### src/rtl/programmable_crc_engine_assert.svh
// ----------------------------------------------------------------------------
// programmable_crc_engine_assert.svh
// Assertion macros shared by the CRC engine RTL.
// ----------------------------------------------------------------------------
`ifndef PROGRAMMABLE_CRC_ENGINE_ASSERT_SVH
`define PROGRAMMABLE_CRC_ENGINE_ASSERT_SVH

// Same-cycle implication, sampled on clk, off while rst_n is low.
`define PCRC_ASSERT_SAME(label, ante, cons, msg) \
    label: assert property (@(posedge clk) disable iff (!rst_n) (ante) |-> (cons)) \
        else $error(msg);

// Next-cycle implication, sampled on clk, off while rst_n is low.
`define PCRC_ASSERT_NEXT(label, ante, cons, msg) \
    label: assert property (@(posedge clk) disable iff (!rst_n) (ante) |=> (cons)) \
        else $error(msg);

`endif

### src/rtl/pcrc_pkg.sv
`timescale 1ns / 1ps
// ----------------------------------------------------------------------------
// pcrc_pkg
// Types, register map and bit-manipulation helpers for the CRC engine.
// ----------------------------------------------------------------------------
package pcrc_pkg;

    localparam int unsigned ADDR_W = 5;

    // Register index (byte address / 4)
    typedef enum logic [2:0] {
        REG_POLY      = 3'd0,
        REG_SEED      = 3'd1,
        REG_WIDTH     = 3'd2,
        REG_IN_XPOSE  = 3'd3,
        REG_OUT_XPOSE = 3'd4,
        REG_INVERT    = 3'd5
    } reg_idx_t;

    typedef enum logic [1:0] {
        IN_NONE       = 2'd0,
        IN_BITS       = 2'd1,
        IN_BITS_BYTES = 2'd2,
        IN_BYTES      = 2'd3
    } in_xpose_t;

    typedef enum logic [1:0] {
        OUT_NONE  = 2'd0,
        OUT_BITS  = 2'd1,
        OUT_FULL  = 2'd2,
        OUT_BYTES = 2'd3
    } out_xpose_t;

    localparam logic [31:0] POLY_RESET = 32'h0000_1021;
    localparam logic [31:0] SEED_RESET = 32'hFFFF_FFFF;
    localparam logic [31:0] MASK_16    = 32'h0000_FFFF;
    localparam logic [2:0]  MAX_BYTES  = 3'd4;

    function automatic logic [7:0] rev_byte(input logic [7:0] b);
        logic [7:0] r;
        for (int k = 0; k < 8; k++)
        begin
            r[k] = b[7 - k];
        end
        return r;
    endfunction

    function automatic logic [31:0] rev_in_bytes(input logic [31:0] v);
        logic [31:0] r;
        for (int j = 0; j < 4; j++)
        begin
            r[8*j +: 8] = rev_byte(v[8*j +: 8]);
        end
        return r;
    endfunction

    function automatic logic [31:0] rev_word(input logic [31:0] v);
        logic [31:0] r;
        for (int k = 0; k < 32; k++)
        begin
            r[k] = v[31 - k];
        end
        return r;
    endfunction

    // One byte through the LFSR, MSB first. poly must already be masked.
    function automatic logic [31:0] crc_byte_step(
        input logic [31:0] crc,
        input logic [7:0]  b,
        input logic [31:0] poly,
        input logic        w32
    );
        logic [31:0] c;
        logic        msb;
        c = crc;
        if (w32)
        begin
            c[31:24] = c[31:24] ^ b;
        end
        else
        begin
            c[15:8] = c[15:8] ^ b;
        end
        for (int k = 0; k < 8; k++)
        begin
            msb = w32 ? c[31] : c[15];
            c   = {c[30:0], 1'b0} ^ (msb ? poly : 32'h0);
        end
        // bits shifted above bit 15 never feed back, so masking once is enough
        return w32 ? c : (c & MASK_16);
    endfunction

endpackage

### src/rtl/programmable_crc_engine.sv
`timescale 1ns / 1ps
// ----------------------------------------------------------------------------
// programmable_crc_engine
// Programmable 16/32-bit CRC unit with input/output transposition.
// ----------------------------------------------------------------------------
// Usage:
//   Input channel (item_valid / item_stall) carries one word per handshake:
//   data_word holds up to four bytes, first byte in bits 31:24; byte_count
//   says how many leading bytes count (values above four act as four, zero
//   feeds no bytes); first reloads the seed before the bytes are folded in.
//   Output channel (result_valid / result_stall) returns one checksum word
//   per input word, in order.
//   The word passes the input register, then the result register, before
//   result_valid rises. Throughput: one word per cycle while result_stall
//   is low; the CRC register feedback through four unrolled byte steps sets
//   this.
//   When result_stall holds the result register, the input register still
//   takes one word; item_stall rises only once both stages are full.
//   Reset clears the CRC register to zero, empties both stages and loads
//   the register defaults (CRC-16 CCITT polynomial, all-ones seed).
//   Configuration goes through the APB port and must be written only
//   while no word is in flight.
// ----------------------------------------------------------------------------
`include "programmable_crc_engine_assert.svh"

module programmable_crc_engine (
    input  logic        clk,
    input  logic        rst_n,
    // configuration port
    input  logic        psel,
    input  logic        penable,
    input  logic        pwrite,
    input  logic [4:0]  paddr,
    input  logic [31:0] pwdata,
    output logic [31:0] prdata,
    output logic        pready,
    // input word channel
    input  logic        item_valid,
    output logic        item_stall,
    input  logic [31:0] data_word,
    input  logic [2:0]  byte_count,
    input  logic        first,
    // result channel
    output logic        result_valid,
    input  logic        result_stall,
    output logic [31:0] checksum
);

    // ------------------------------------------------------------------
    // Configuration registers
    // ------------------------------------------------------------------
    logic [31:0]           poly_reg;
    logic [31:0]           seed_reg;
    logic                  width32_reg;
    pcrc_pkg::in_xpose_t   in_xpose_reg;
    pcrc_pkg::out_xpose_t  out_xpose_reg;
    logic                  invert_reg;
    logic                  cfg_write;
    logic [2:0]            cfg_idx;

    assign pready    = 1'b1;
    assign cfg_write = psel && penable && pwrite && pready;
    assign cfg_idx   = paddr[4:2];

    always_ff @(posedge clk or negedge rst_n)
    begin
        if (!rst_n)
        begin
            poly_reg      <= pcrc_pkg::POLY_RESET;
            seed_reg      <= pcrc_pkg::SEED_RESET;
            width32_reg   <= 1'b0;
            in_xpose_reg  <= pcrc_pkg::IN_NONE;
            out_xpose_reg <= pcrc_pkg::OUT_NONE;
            invert_reg    <= 1'b0;
        end
        else if (cfg_write)
        begin
            case (cfg_idx)
                pcrc_pkg::REG_POLY:      poly_reg      <= pwdata;
                pcrc_pkg::REG_SEED:      seed_reg      <= pwdata;
                pcrc_pkg::REG_WIDTH:     width32_reg   <= pwdata[0];
                pcrc_pkg::REG_IN_XPOSE:  in_xpose_reg  <= pcrc_pkg::in_xpose_t'(pwdata[1:0]);
                pcrc_pkg::REG_OUT_XPOSE: out_xpose_reg <= pcrc_pkg::out_xpose_t'(pwdata[1:0]);
                pcrc_pkg::REG_INVERT:    invert_reg    <= pwdata[0];
                default:                 ;   // unmapped: ignored
            endcase
        end
    end

    always_comb
    begin
        case (cfg_idx)
            pcrc_pkg::REG_POLY:      prdata = poly_reg;
            pcrc_pkg::REG_SEED:      prdata = seed_reg;
            pcrc_pkg::REG_WIDTH:     prdata = {31'h0, width32_reg};
            pcrc_pkg::REG_IN_XPOSE:  prdata = {30'h0, in_xpose_reg};
            pcrc_pkg::REG_OUT_XPOSE: prdata = {30'h0, out_xpose_reg};
            pcrc_pkg::REG_INVERT:    prdata = {31'h0, invert_reg};
            default:                 prdata = 32'h0;
        endcase
    end

    // ------------------------------------------------------------------
    // Pipeline control: input register -> CRC logic -> result register
    // ------------------------------------------------------------------
    logic        s1_valid_reg;
    logic [31:0] s1_data_reg;
    logic [2:0]  s1_count_reg;
    logic        s1_first_reg;
    logic        out_valid_reg;
    logic [31:0] out_sum_reg;
    logic [31:0] out_sum_next;
    logic [31:0] crc_reg;
    logic [31:0] crc_next;
    logic        advance;   // result register free to load
    logic        s1_load;   // input register free to load
    logic        s1_move;   // stage-1 word folds into CRC this cycle

    assign advance    = !out_valid_reg || !result_stall;
    assign s1_load    = advance || !s1_valid_reg;
    assign s1_move    = s1_valid_reg && advance;
    assign item_stall = !s1_load;

    always_ff @(posedge clk or negedge rst_n)
    begin
        if (!rst_n)
        begin
            s1_valid_reg  <= 1'b0;
            out_valid_reg <= 1'b0;
            crc_reg       <= 32'h0;
        end
        else
        begin
            if (s1_load)
            begin
                s1_valid_reg <= item_valid;
            end
            if (advance)
            begin
                out_valid_reg <= s1_valid_reg;
            end
            if (s1_move)
            begin
                crc_reg <= crc_next;
            end
        end
    end

    always_ff @(posedge clk)
    begin
        if (s1_load && item_valid)
        begin
            s1_data_reg  <= data_word;
            s1_count_reg <= byte_count;
            s1_first_reg <= first;
        end
        if (s1_move)
        begin
            out_sum_reg <= out_sum_next;
        end
    end

    // ------------------------------------------------------------------
    // CRC datapath: four unrolled byte steps
    // ------------------------------------------------------------------
    logic [31:0]      mask;
    logic [31:0]      poly_m;
    logic [2:0]       n_bytes;
    logic [3:0][7:0]  data_bytes;
    logic             swap_order;
    logic             flip_bits;
    logic [31:0]      crc_run;
    logic [2:0]       idx_wide;
    logic [1:0]       idx;
    logic [7:0]       cur_byte;
    logic [31:0]      xposed;

    assign mask       = width32_reg ? 32'hFFFF_FFFF : pcrc_pkg::MASK_16;
    assign poly_m     = poly_reg & mask;
    assign n_bytes    = (s1_count_reg > pcrc_pkg::MAX_BYTES) ? pcrc_pkg::MAX_BYTES
                                                            : s1_count_reg;
    assign swap_order = (in_xpose_reg == pcrc_pkg::IN_BITS_BYTES) ||
                        (in_xpose_reg == pcrc_pkg::IN_BYTES);
    assign flip_bits  = (in_xpose_reg == pcrc_pkg::IN_BITS) ||
                        (in_xpose_reg == pcrc_pkg::IN_BITS_BYTES);

    always_comb
    begin
        for (int j = 0; j < 4; j++)
        begin
            data_bytes[j] = s1_data_reg[31 - 8*j -: 8];
        end
    end

    always_comb
    begin
        crc_run  = (s1_first_reg ? seed_reg : crc_reg) & mask;
        idx_wide = 3'd0;
        idx      = 2'd0;
        cur_byte = 8'h0;
        for (int i = 0; i < 4; i++)
        begin
            // byte order is reversed across the taken bytes only
            idx_wide = swap_order ? (n_bytes - 3'd1 - 3'(i)) : 3'(i);
            idx      = idx_wide[1:0];
            cur_byte = flip_bits ? pcrc_pkg::rev_byte(data_bytes[idx]) : data_bytes[idx];
            if (3'(i) < n_bytes)
            begin
                crc_run = pcrc_pkg::crc_byte_step(crc_run, cur_byte, poly_m, width32_reg);
            end
        end
        crc_next = crc_run;
    end

    // Read-side transposition acts within the active width.
    always_comb
    begin
        case (out_xpose_reg)
            pcrc_pkg::OUT_BITS:  xposed = pcrc_pkg::rev_in_bytes(crc_next);
            pcrc_pkg::OUT_FULL:  xposed = width32_reg ? pcrc_pkg::rev_word(crc_next)
                                                      : (pcrc_pkg::rev_word(crc_next) >> 16);
            pcrc_pkg::OUT_BYTES: xposed = width32_reg
                                   ? {crc_next[7:0], crc_next[15:8],
                                      crc_next[23:16], crc_next[31:24]}
                                   : {16'h0, crc_next[7:0], crc_next[15:8]};
            default:             xposed = crc_next;
        endcase
        out_sum_next = (invert_reg ? ~xposed : xposed) & mask;
    end

    assign result_valid = out_valid_reg;
    assign checksum     = out_sum_reg;

    // ------------------------------------------------------------------
    // Assertions
    // ------------------------------------------------------------------
    `PCRC_ASSERT_SAME(a_stall_only_when_full, item_stall, s1_valid_reg && out_valid_reg,
        "input stalled while a stage is empty")
    `PCRC_ASSERT_NEXT(a_move_gives_result, s1_move, result_valid && $stable(width32_reg),
        "folded word did not reach the result register")
    `PCRC_ASSERT_NEXT(a_crc_holds, !s1_move, $stable(crc_reg),
        "CRC register changed without a word")
    `PCRC_ASSERT_SAME(a_upper_zero_16, result_valid && !width32_reg, checksum[31:16] == 16'h0,
        "16-bit result has upper bits set")

endmodule
### config.mk
export PLATFORM = sky130hd
export DESIGN_NAME = programmable_crc_engine
export DESIGN_NICKNAME = d
export VERILOG_FILES = /design/src/rtl/pcrc_pkg.sv /design/src/rtl/programmable_crc_engine.sv
export VERILOG_INCLUDE_DIRS = /design/src /design/src/rtl
export SDC_FILE = /design/constraint.sdc
export NUM_CORES = 2
export LEC_CHECK = 0
export ABC_AREA = 1
export BUFFER_PORTS_ARGS = -buffer_cell sky130_fd_sc_hd__buf_4
export CAP_MARGIN = 10
export CORE_MARGIN = 2
export CORE_UTILIZATION = 59
export CTS_BUF_LIST = sky130_fd_sc_hd__clkbuf_16
export DETAILED_ROUTE_END_ITERATION = 12
export MAX_ROUTING_LAYER = met4
export PLACE_DENSITY_LB_ADDON = 0.1
export SYNTH_ARGS = -nofsm -noshare
export SYNTH_HDL_FRONTEND = slang
export SYNTH_SLANG_ARGS = --single-unit
### constraint.sdc
create_clock -name clk -period 12.9 [get_ports clk]
set_input_delay 1.935 -clock clk [delete_from_list [all_inputs] [get_ports clk]]
set_output_delay 1.935 -clock clk [all_outputs]
set_load 0.005 [all_outputs]
# Yosys cells after proc, flatten, opt, wreduce, memory -nomap -nowiden
# Cells that the tools add are included.
classes:
  n_addsub: 4
  n_mul: 0
  n_div: 0
  magnitude_cmp: 9
  eq_ne: 11
  shift: 0
  muxes: 112
  bitwise: 44
  reduce_logical: 19
ops:
  columns: ["cell", "n"]
  rows:
  - ["32-bit two-way mux", 45]
  - ["32-bit bitwise XOR", 32]
  - ["8-bit two-way mux", 24]
  - ["32-bit case mux with 6 select lines", 1]
  - ["32-bit bitwise AND", 3]
  - ["32-bit case mux with 3 select lines", 1]
  - ["8-bit binary-select mux with 2-bit select", 4]
  - ["8-bit bitwise XOR", 8]
  - ["1-bit two-way mux", 32]
  - ["32-bit NOT", 1]
  - ["2-bit by 3-bit less-than comparator with 1-bit output, second input constant", 4]
  - ["2-bit AND reduction", 6]
  - ["2-bit equality test, second input constant", 4]
  - ["2-bit two-way mux", 4]
  - ["3-bit by 2-bit equality test with 1-bit output, second input constant", 2]
  - ["3-bit equality test, second input constant", 2]
  - ["1-bit by 3-bit less-than comparator with 1-bit output, first input constant", 2]
  - ["2-bit by 3-bit less-than comparator with 1-bit output, first input constant", 2]
  - ["2-bit by 1-bit equality test with 1-bit output, second input constant", 2]
  - ["1-bit logical AND", 4]
  - ["1-bit zero test", 4]
  - ["1-bit logical OR", 4]
  - ["2-bit by 1-bit subtractor with 2-bit output, second input constant", 2]
  - ["2-bit subtractor, second input constant", 2]
  - ["4 further kinds", 4]
word_totals:
  ff_bits: 172
  latch_bits: 0
  ramBits: 0
  mem_bits_ro: 0
  inputBits: 80
  out_inout_bits: 67
  elab_cells: 212
  memories: 0

# Longest topological paths before layout
logic_depth:
  depth_word: 128
  mapped_depth: 142

# Least setup slack after synthesis
# No wires, ideal clock.
synth_timing:
  kind: "register to register"
  start: "register s1_count_reg[2]"
  end: "register out_sum_reg[9] (netlist: checksum[9]), data pin"
  setup_time_ns: 0.252
  t_arrival_ns: 13.060
  required_ns: 12.648
  path_slack_ns: -0.412
  stages_incl_launch_ff: 127
  n_path_buf: 7
  synth_period_minus_slack_ns: 13.312
  path_cell_list: "edfxtp_1 -> buf_6 -> clkbuf_8 -> clkbuf_8 -> nor2_1 -> ha_1 -> nand2_2 -> inv_1 -> buf_4 -> nand3_1 -> nand3_2 -> nand2_1 -> nand2_1 -> nand2_2 -> nand2_1 -> nand2_1 -> nand2_4 -> nor2_1 -> [91 not listed] -> o21ai_2 -> nand2_4 -> inv_4 -> nand3_4 -> nand2_4 -> nand2_4 -> buf_12 -> buf_12 -> nand3_1 -> nand2_1 -> nand3_2 -> nand3_2 -> nand3_1 -> nand2_1 -> nor2_2 -> nand2_1 -> nand2_1 -> nand2_1"
synth_via:
  elab_chain_len: 128
  word_cells_on_any_way: 160
synth_rtl:
  columns: ["item", "line", "text"]
  rows:
  - ["from (decl)", "programmable_crc_engine.sv:108", "logic [2:0] s1_count_reg;"]
  - ["from (signal assigned)", "programmable_crc_engine.sv:154", "s1_count_reg <= byte_count;"]
  - ["3-bit > comparator", "programmable_crc_engine.sv:180", "assign n_bytes = (s1_count_reg > pcrc_pkg::MAX_BYTES) ? pcrc_pkg::MAX_BYTES"]
  - ["3-bit two-way mux (*)", "programmable_crc_engine.sv:180", null]
  - ["2-bit by 1-bit subtractor with 2-bit output", "programmable_crc_engine.sv:204", "idx_wide = swap_order ? (n_bytes - 3'd1 - 3'(i)) : 3'(i);"]
  - ["2-bit two-way mux", "programmable_crc_engine.sv:204", null]
  - ["8-bit binary-select mux with 2-bit select", "programmable_crc_engine.sv:206", "cur_byte = flip_bits ? pcrc_pkg::rev_byte(data_bytes[idx]) : data_bytes[idx];"]
  - ["8-bit two-way mux (not written as such)", "programmable_crc_engine.sv:206", null]
  - ["8-bit two-way mux", "programmable_crc_engine.sv:206", null]
  - ["8-bit bitwise XOR (on tied branches)", "pcrc_pkg.sv:82, pcrc_pkg.sv:78", null]
  - ["[113 not listed]", null, null]
  - ["32-bit two-way mux", "pcrc_pkg.sv:90", "return w32 ? c : (c & MASK_16);"]
  - ["32-bit two-way mux (*)", "programmable_crc_engine.sv:207", "if (3'(i) < n_bytes)"]
  - ["32-bit two-way mux (on tied branches)", "programmable_crc_engine.sv:223, programmable_crc_engine.sv:220", null]
  - ["32-bit case mux with 3 select lines (*)", "programmable_crc_engine.sv:218", "case (out_xpose_reg)"]
  - ["32-bit NOT", "programmable_crc_engine.sv:228", "out_sum_next = (invert_reg ? ~xposed : xposed) & mask;"]
  - ["32-bit two-way mux (*)", "programmable_crc_engine.sv:228", null]
  - ["32-bit bitwise AND (*)", "programmable_crc_engine.sv:228", null]
  - ["net out_sum_next[9]", "programmable_crc_engine.sv:112", "logic [31:0] out_sum_next;"]
  - ["to (signal assigned)", "programmable_crc_engine.sv:159", "out_sum_reg <= out_sum_next;"]
  - ["to (decl)", "programmable_crc_engine.sv:111", "logic [31:0] out_sum_reg;"]
# The timed path passes the listed nets; every way through them passes the cells marked *. The select of a mux whose other input is x is not followed.
# A chain may end at the register's enable or synchronous reset.

# Worst setup path after layout
layout_timing:
  start: "register in_xpose_reg[0]"
  end: "register out_sum_reg[31] (netlist: checksum[31]), data pin"
layout_via:
  elab_chain_len: 127
  word_cells_on_any_way: 155
layout_rtl:
  columns: ["item", "line", "text"]
  rows:
  - ["from (decl)", "programmable_crc_engine.sv:55", "pcrc_pkg::in_xpose_t in_xpose_reg;"]
  - ["from (signal assigned)", "programmable_crc_engine.sv:72", "in_xpose_reg <= pcrc_pkg::IN_NONE;"]
  - ["from (signal assigned)", "programmable_crc_engine.sv:82", "pcrc_pkg::REG_IN_XPOSE: in_xpose_reg <= pcrc_pkg::in_xpose_t'(pwdata[1:0]);"]
  - ["2-bit equality test (on tied branches)", "programmable_crc_engine.sv:182, programmable_crc_engine.sv:185, programmable_crc_engine.sv:183", null]
  - ["1-bit logical OR", "programmable_crc_engine.sv:182", "assign swap_order = (in_xpose_reg == pcrc_pkg::IN_BITS_BYTES) ||"]
  - ["2-bit two-way mux", "programmable_crc_engine.sv:204", null]
  - ["8-bit binary-select mux with 2-bit select", "programmable_crc_engine.sv:206", null]
  - ["8-bit two-way mux (not written as such)", "programmable_crc_engine.sv:206", null]
  - ["8-bit two-way mux", "programmable_crc_engine.sv:206", null]
  - ["8-bit bitwise XOR (on tied branches)", "pcrc_pkg.sv:82, pcrc_pkg.sv:78", null]
  - ["8-bit two-way mux", "pcrc_pkg.sv:76", "if (w32)"]
  - ["[112 not listed]", null, null]
  - ["32-bit two-way mux", "pcrc_pkg.sv:90", null]
  - ["32-bit two-way mux (*)", "programmable_crc_engine.sv:207", null]
  - ["32-bit two-way mux (on tied branches)", "programmable_crc_engine.sv:223, programmable_crc_engine.sv:220", null]
  - ["32-bit case mux with 3 select lines (*)", "programmable_crc_engine.sv:218", null]
  - ["32-bit NOT", "programmable_crc_engine.sv:228", null]
  - ["32-bit two-way mux (*)", "programmable_crc_engine.sv:228", null]
  - ["32-bit bitwise AND (*)", "programmable_crc_engine.sv:228", null]
  - ["net out_sum_next[31]", "programmable_crc_engine.sv:112", null]
# Marked as above.

==> impl_metrics.env <==
export IMPL_period_share_pct=120
export IMPL_critPathMaxFanout=7
export IMPL_synth_top_area_cell="nand2_1"
export IMPL_slowest_stage="dfrtp_1"
export IMPL_wire_per_inst_um=21.7
export IMPL_core_area_um2=55100
export IMPL_worst_pin_slew_ns=1.52
export IMPL_r2r_slack_ns=-2.64
export IMPL_clk_latency_ns=0.54
export IMPL_yosysWarnings=0
export IMPL_fill_cells=4252
export IMPL_drcViolationCount=0
export IMPL_crit_path_end="checksum[31]$_DFFE_PP_"
export IMPL_htreeDepth=4
export IMPL_ys_seq_area_share_pct=14.3
export IMPL_dp_slack_ns=-1.73
export IMPL_final_common_cell="nand2_1"
export IMPL_drt_pass1_iterations=7
export IMPL_initialDrtViolationCount=5666
export IMPL_cpPeakStageDelay_ns=0.40
export IMPL_path_common_cell="nand2_2"
export IMPL_async_flop_share_pct=60.5
export IMPL_cts_tree="done"
export IMPL_r2r_end="checksum[31]$_DFFE_PP_"
export IMPL_setup_viol=64
export IMPL_max_freq_mhz=64.4
export IMPL_fin_skew_ns=0.0232
export IMPL_seq_area_um2=4700
export IMPL_grt_pass1_wl_um=201000
export IMPL_reg2reg_depth=123
export IMPL_rows=86
export IMPL_areaGrowthSynthToFinish_pct=29.1
export IMPL_cp_arrival_ns=15.81
export IMPL_hold_buffers=0
export IMPL_cp_startpoint="in_xpose_reg[0]$_DFFE_PN0P_"
export IMPL_wl_um=142000
export IMPL_synth_edf_count=68
export IMPL_clock_sinks=172
export IMPL_cap_violations=1
export IMPL_clock_path_buffers=2
export IMPL_cts_buffers_inserted=17
export IMPL_fp_dieH_um=240
export IMPL_yosysUniqueCellTypes=76
export IMPL_ant_nets=0
export IMPL_hold_class="flop to flop"
export IMPL_vias_per_cell=5.94
export IMPL_hpwl_um=99200
export IMPL_syn_mean_instance_area_um2=6.49
export IMPL_slew_headroom_pct=-2.58
export IMPL_syn_area_um2=32900
export IMPL_vias=38900
export IMPL_final_hold_viol_count=0
export IMPL_worstReg2RegStart="in_xpose_reg[0]$_DFFE_PN0P_"
export IMPL_status="complete, but fails checks"
export IMPL_drv_slew=3
export IMPL_die_w_um=240
export IMPL_ioPinCount=147
export IMPL_first_global_vias=34200
export IMPL_setup_slack_ns=-2.64
export IMPL_synthFlopType="dfrtp_1"
export IMPL_dieArea_um2=57600
export IMPL_multi_input_area_um2=25700
export IMPL_mostFrequentLayoutCells="nand2_1 (1341), buf_4 (911), xor2_1 (444), nor2_1 (391), inv_1 (379)"
export IMPL_required_ns=13.18
export IMPL_crit_path_start_kind="flop"
export IMPL_end_kind="flop"
export IMPL_syn_inst=5064
export IMPL_antenna_found_initial=4
export IMPL_gp_congestion=1.04
export IMPL_synth_top_area_share_pct=16.5
export IMPL_critPathKind="flop to flop"
export IMPL_synth_ff_latch_count=172
export IMPL_cts_root_buf="clkbuf_16"
export IMPL_drive_above_1_share_pct=32.1
export IMPL_clk_pin_slew_ns=0.08
export IMPL_nNetsFinal=5866
export IMPL_grt_max_degree=63
export IMPL_track_usage_pct=47.5
export IMPL_port_buffers=143
export IMPL_finalCriticalPeriod_ns=15.54
export IMPL_overflow=0
export IMPL_synth_area_leaders="nand2_1 (17%), xor2_1 (12%), nand3_1 (7.3%), xnor2_1 (7.1%), edfxtp_1 (6.2%)"
export IMPL_rsz0062_at_grt="yes"
export IMPL_synthesis_nets=5147
export IMPL_violations="max-capacitance violations, max-slew violations, negative setup slack"
export IMPL_fin_setup_tns_ns=-143.15
export IMPL_start_util_pct=59.7
-- through the flow --
step	hold slack (ns)	area, um^2	cells	util (%)
floorplan	0.448	33100	5064	-
global placement	0.455	37300	6260	67.8
detailed placement	0.480	37300	6260	67.8
CTS	0.493	40600	6478	73.7
global route	0.511	42400	6548	77.0
finish	0.494	42400	6549	77.0
-- cell usage after synthesis (all sizes together) (6+ instances only) --
| cell | count |
|---|---|
| nand2 | 1633 |
| nand3 | 567 |
| xor2 | 469 |
| nor2 | 444 |
| inv | 436 |
| o21ai | 283 |
| xnor2 | 277 |
| clkbuf | 214 |
| nand4 | 213 |
| buf | 125 |
| dfrtp | 69 |
| edfxtp | 68 |
| dfstp | 35 |
| nand3b | 32 |
| a21oi | 31 |
| nor3 | 28 |
| or2 | 27 |
| a31oi | 26 |
| o22ai | 19 |
| o21bai | 17 |
| and2 | 11 |
| clkinv | 6 |
-- cell families (layout without fill, tap and decap cells) --
logic type | Yosys count | in the layout | synth area share, %
fa+ha+maj | 3 | 3 | 0.114
xor+xnor | 746 | 746 | 20.5
simple gates | 2955 | 2957 | 44.0
other cells | 1 | 6 | 0.0114
mux | 5 | 5 | 0.164
buf+inv | 784 | 1514 | 14.1
compound gates | 398 | 398 | 6.88
flops | 172 | 172 | 14.3
-- layer usage --
layer	wire length [um]	track usage [%]	part of all wire, %	vias up
li1	-	-	-	17600
met1	52500	59.1	37	17900
met2	60000	69.6	42	2657
met3	18300	10.8	13	742
met4	11500	29.6	8.1	0
met5	0	-	0	-
-- timing repair --
| item | 4_1_cts | 5_1_grt |
|---|---|---|
| buffers inserted | 179 | 67 |
| resized for setup | 242 | 282 |
| endpoints found under the setup margin | 64 | 64 |
| pin swaps | 167 | 219 |
| cloned | 9 | 3 |
-- worst min-delay path by stage --
stage / startpoint / end / depth (start not counted)
after detailed placement: crc_reg[27]$_DFFE_PN0P_ / crc_reg[27]$_DFFE_PN0P_ / 2
after global routing: seed_reg[28]$_DFFE_PN1P_ / seed_reg[28]$_DFFE_PN1P_ / 2
after global placement: s1_valid_reg$_DFFE_PN0N_ / result_valid$_DFFE_PN0P_ / 2
after floorplan: s1_valid_reg$_DFFE_PN0N_ / result_valid$_DFFE_PN0P_ / 2
final: seed_reg[9]$_DFFE_PN1P_ / seed_reg[9]$_DFFE_PN1P_ / 2
after CTS: seed_reg[2]$_DFFE_PN1P_ / seed_reg[2]$_DFFE_PN1P_ / 2
-- worst max-delay path: cells and delay by family (launching register included) --
kind,cells,cell delay (ns)
simple gates,89,10.05
buf+inv,22,2.22
compound gates,6,1.42
xor+xnor,5,0.93
flops,1,0.40
fa+ha+maj,1,0.17
-- final cells by class --
| type | instances | share of cell area [%] |
|---|---|---|
| sequential | 172 | 11.1 |
| multi-input combinational | 4110 | 60.5 |
| clock buffer | 18 | 1.06 |
| clock inverter | 14 | 0.351 |
| inverter | 442 | 4.16 |
| timing repair buffer | 1040 | 20.6 |
| antenna | 5 | 0.0295 |
| tap | 748 | 2.20 |
Power is not shown: default switching activity piles up to over one toggle a cycle in this logic, so the estimate is an artifact.
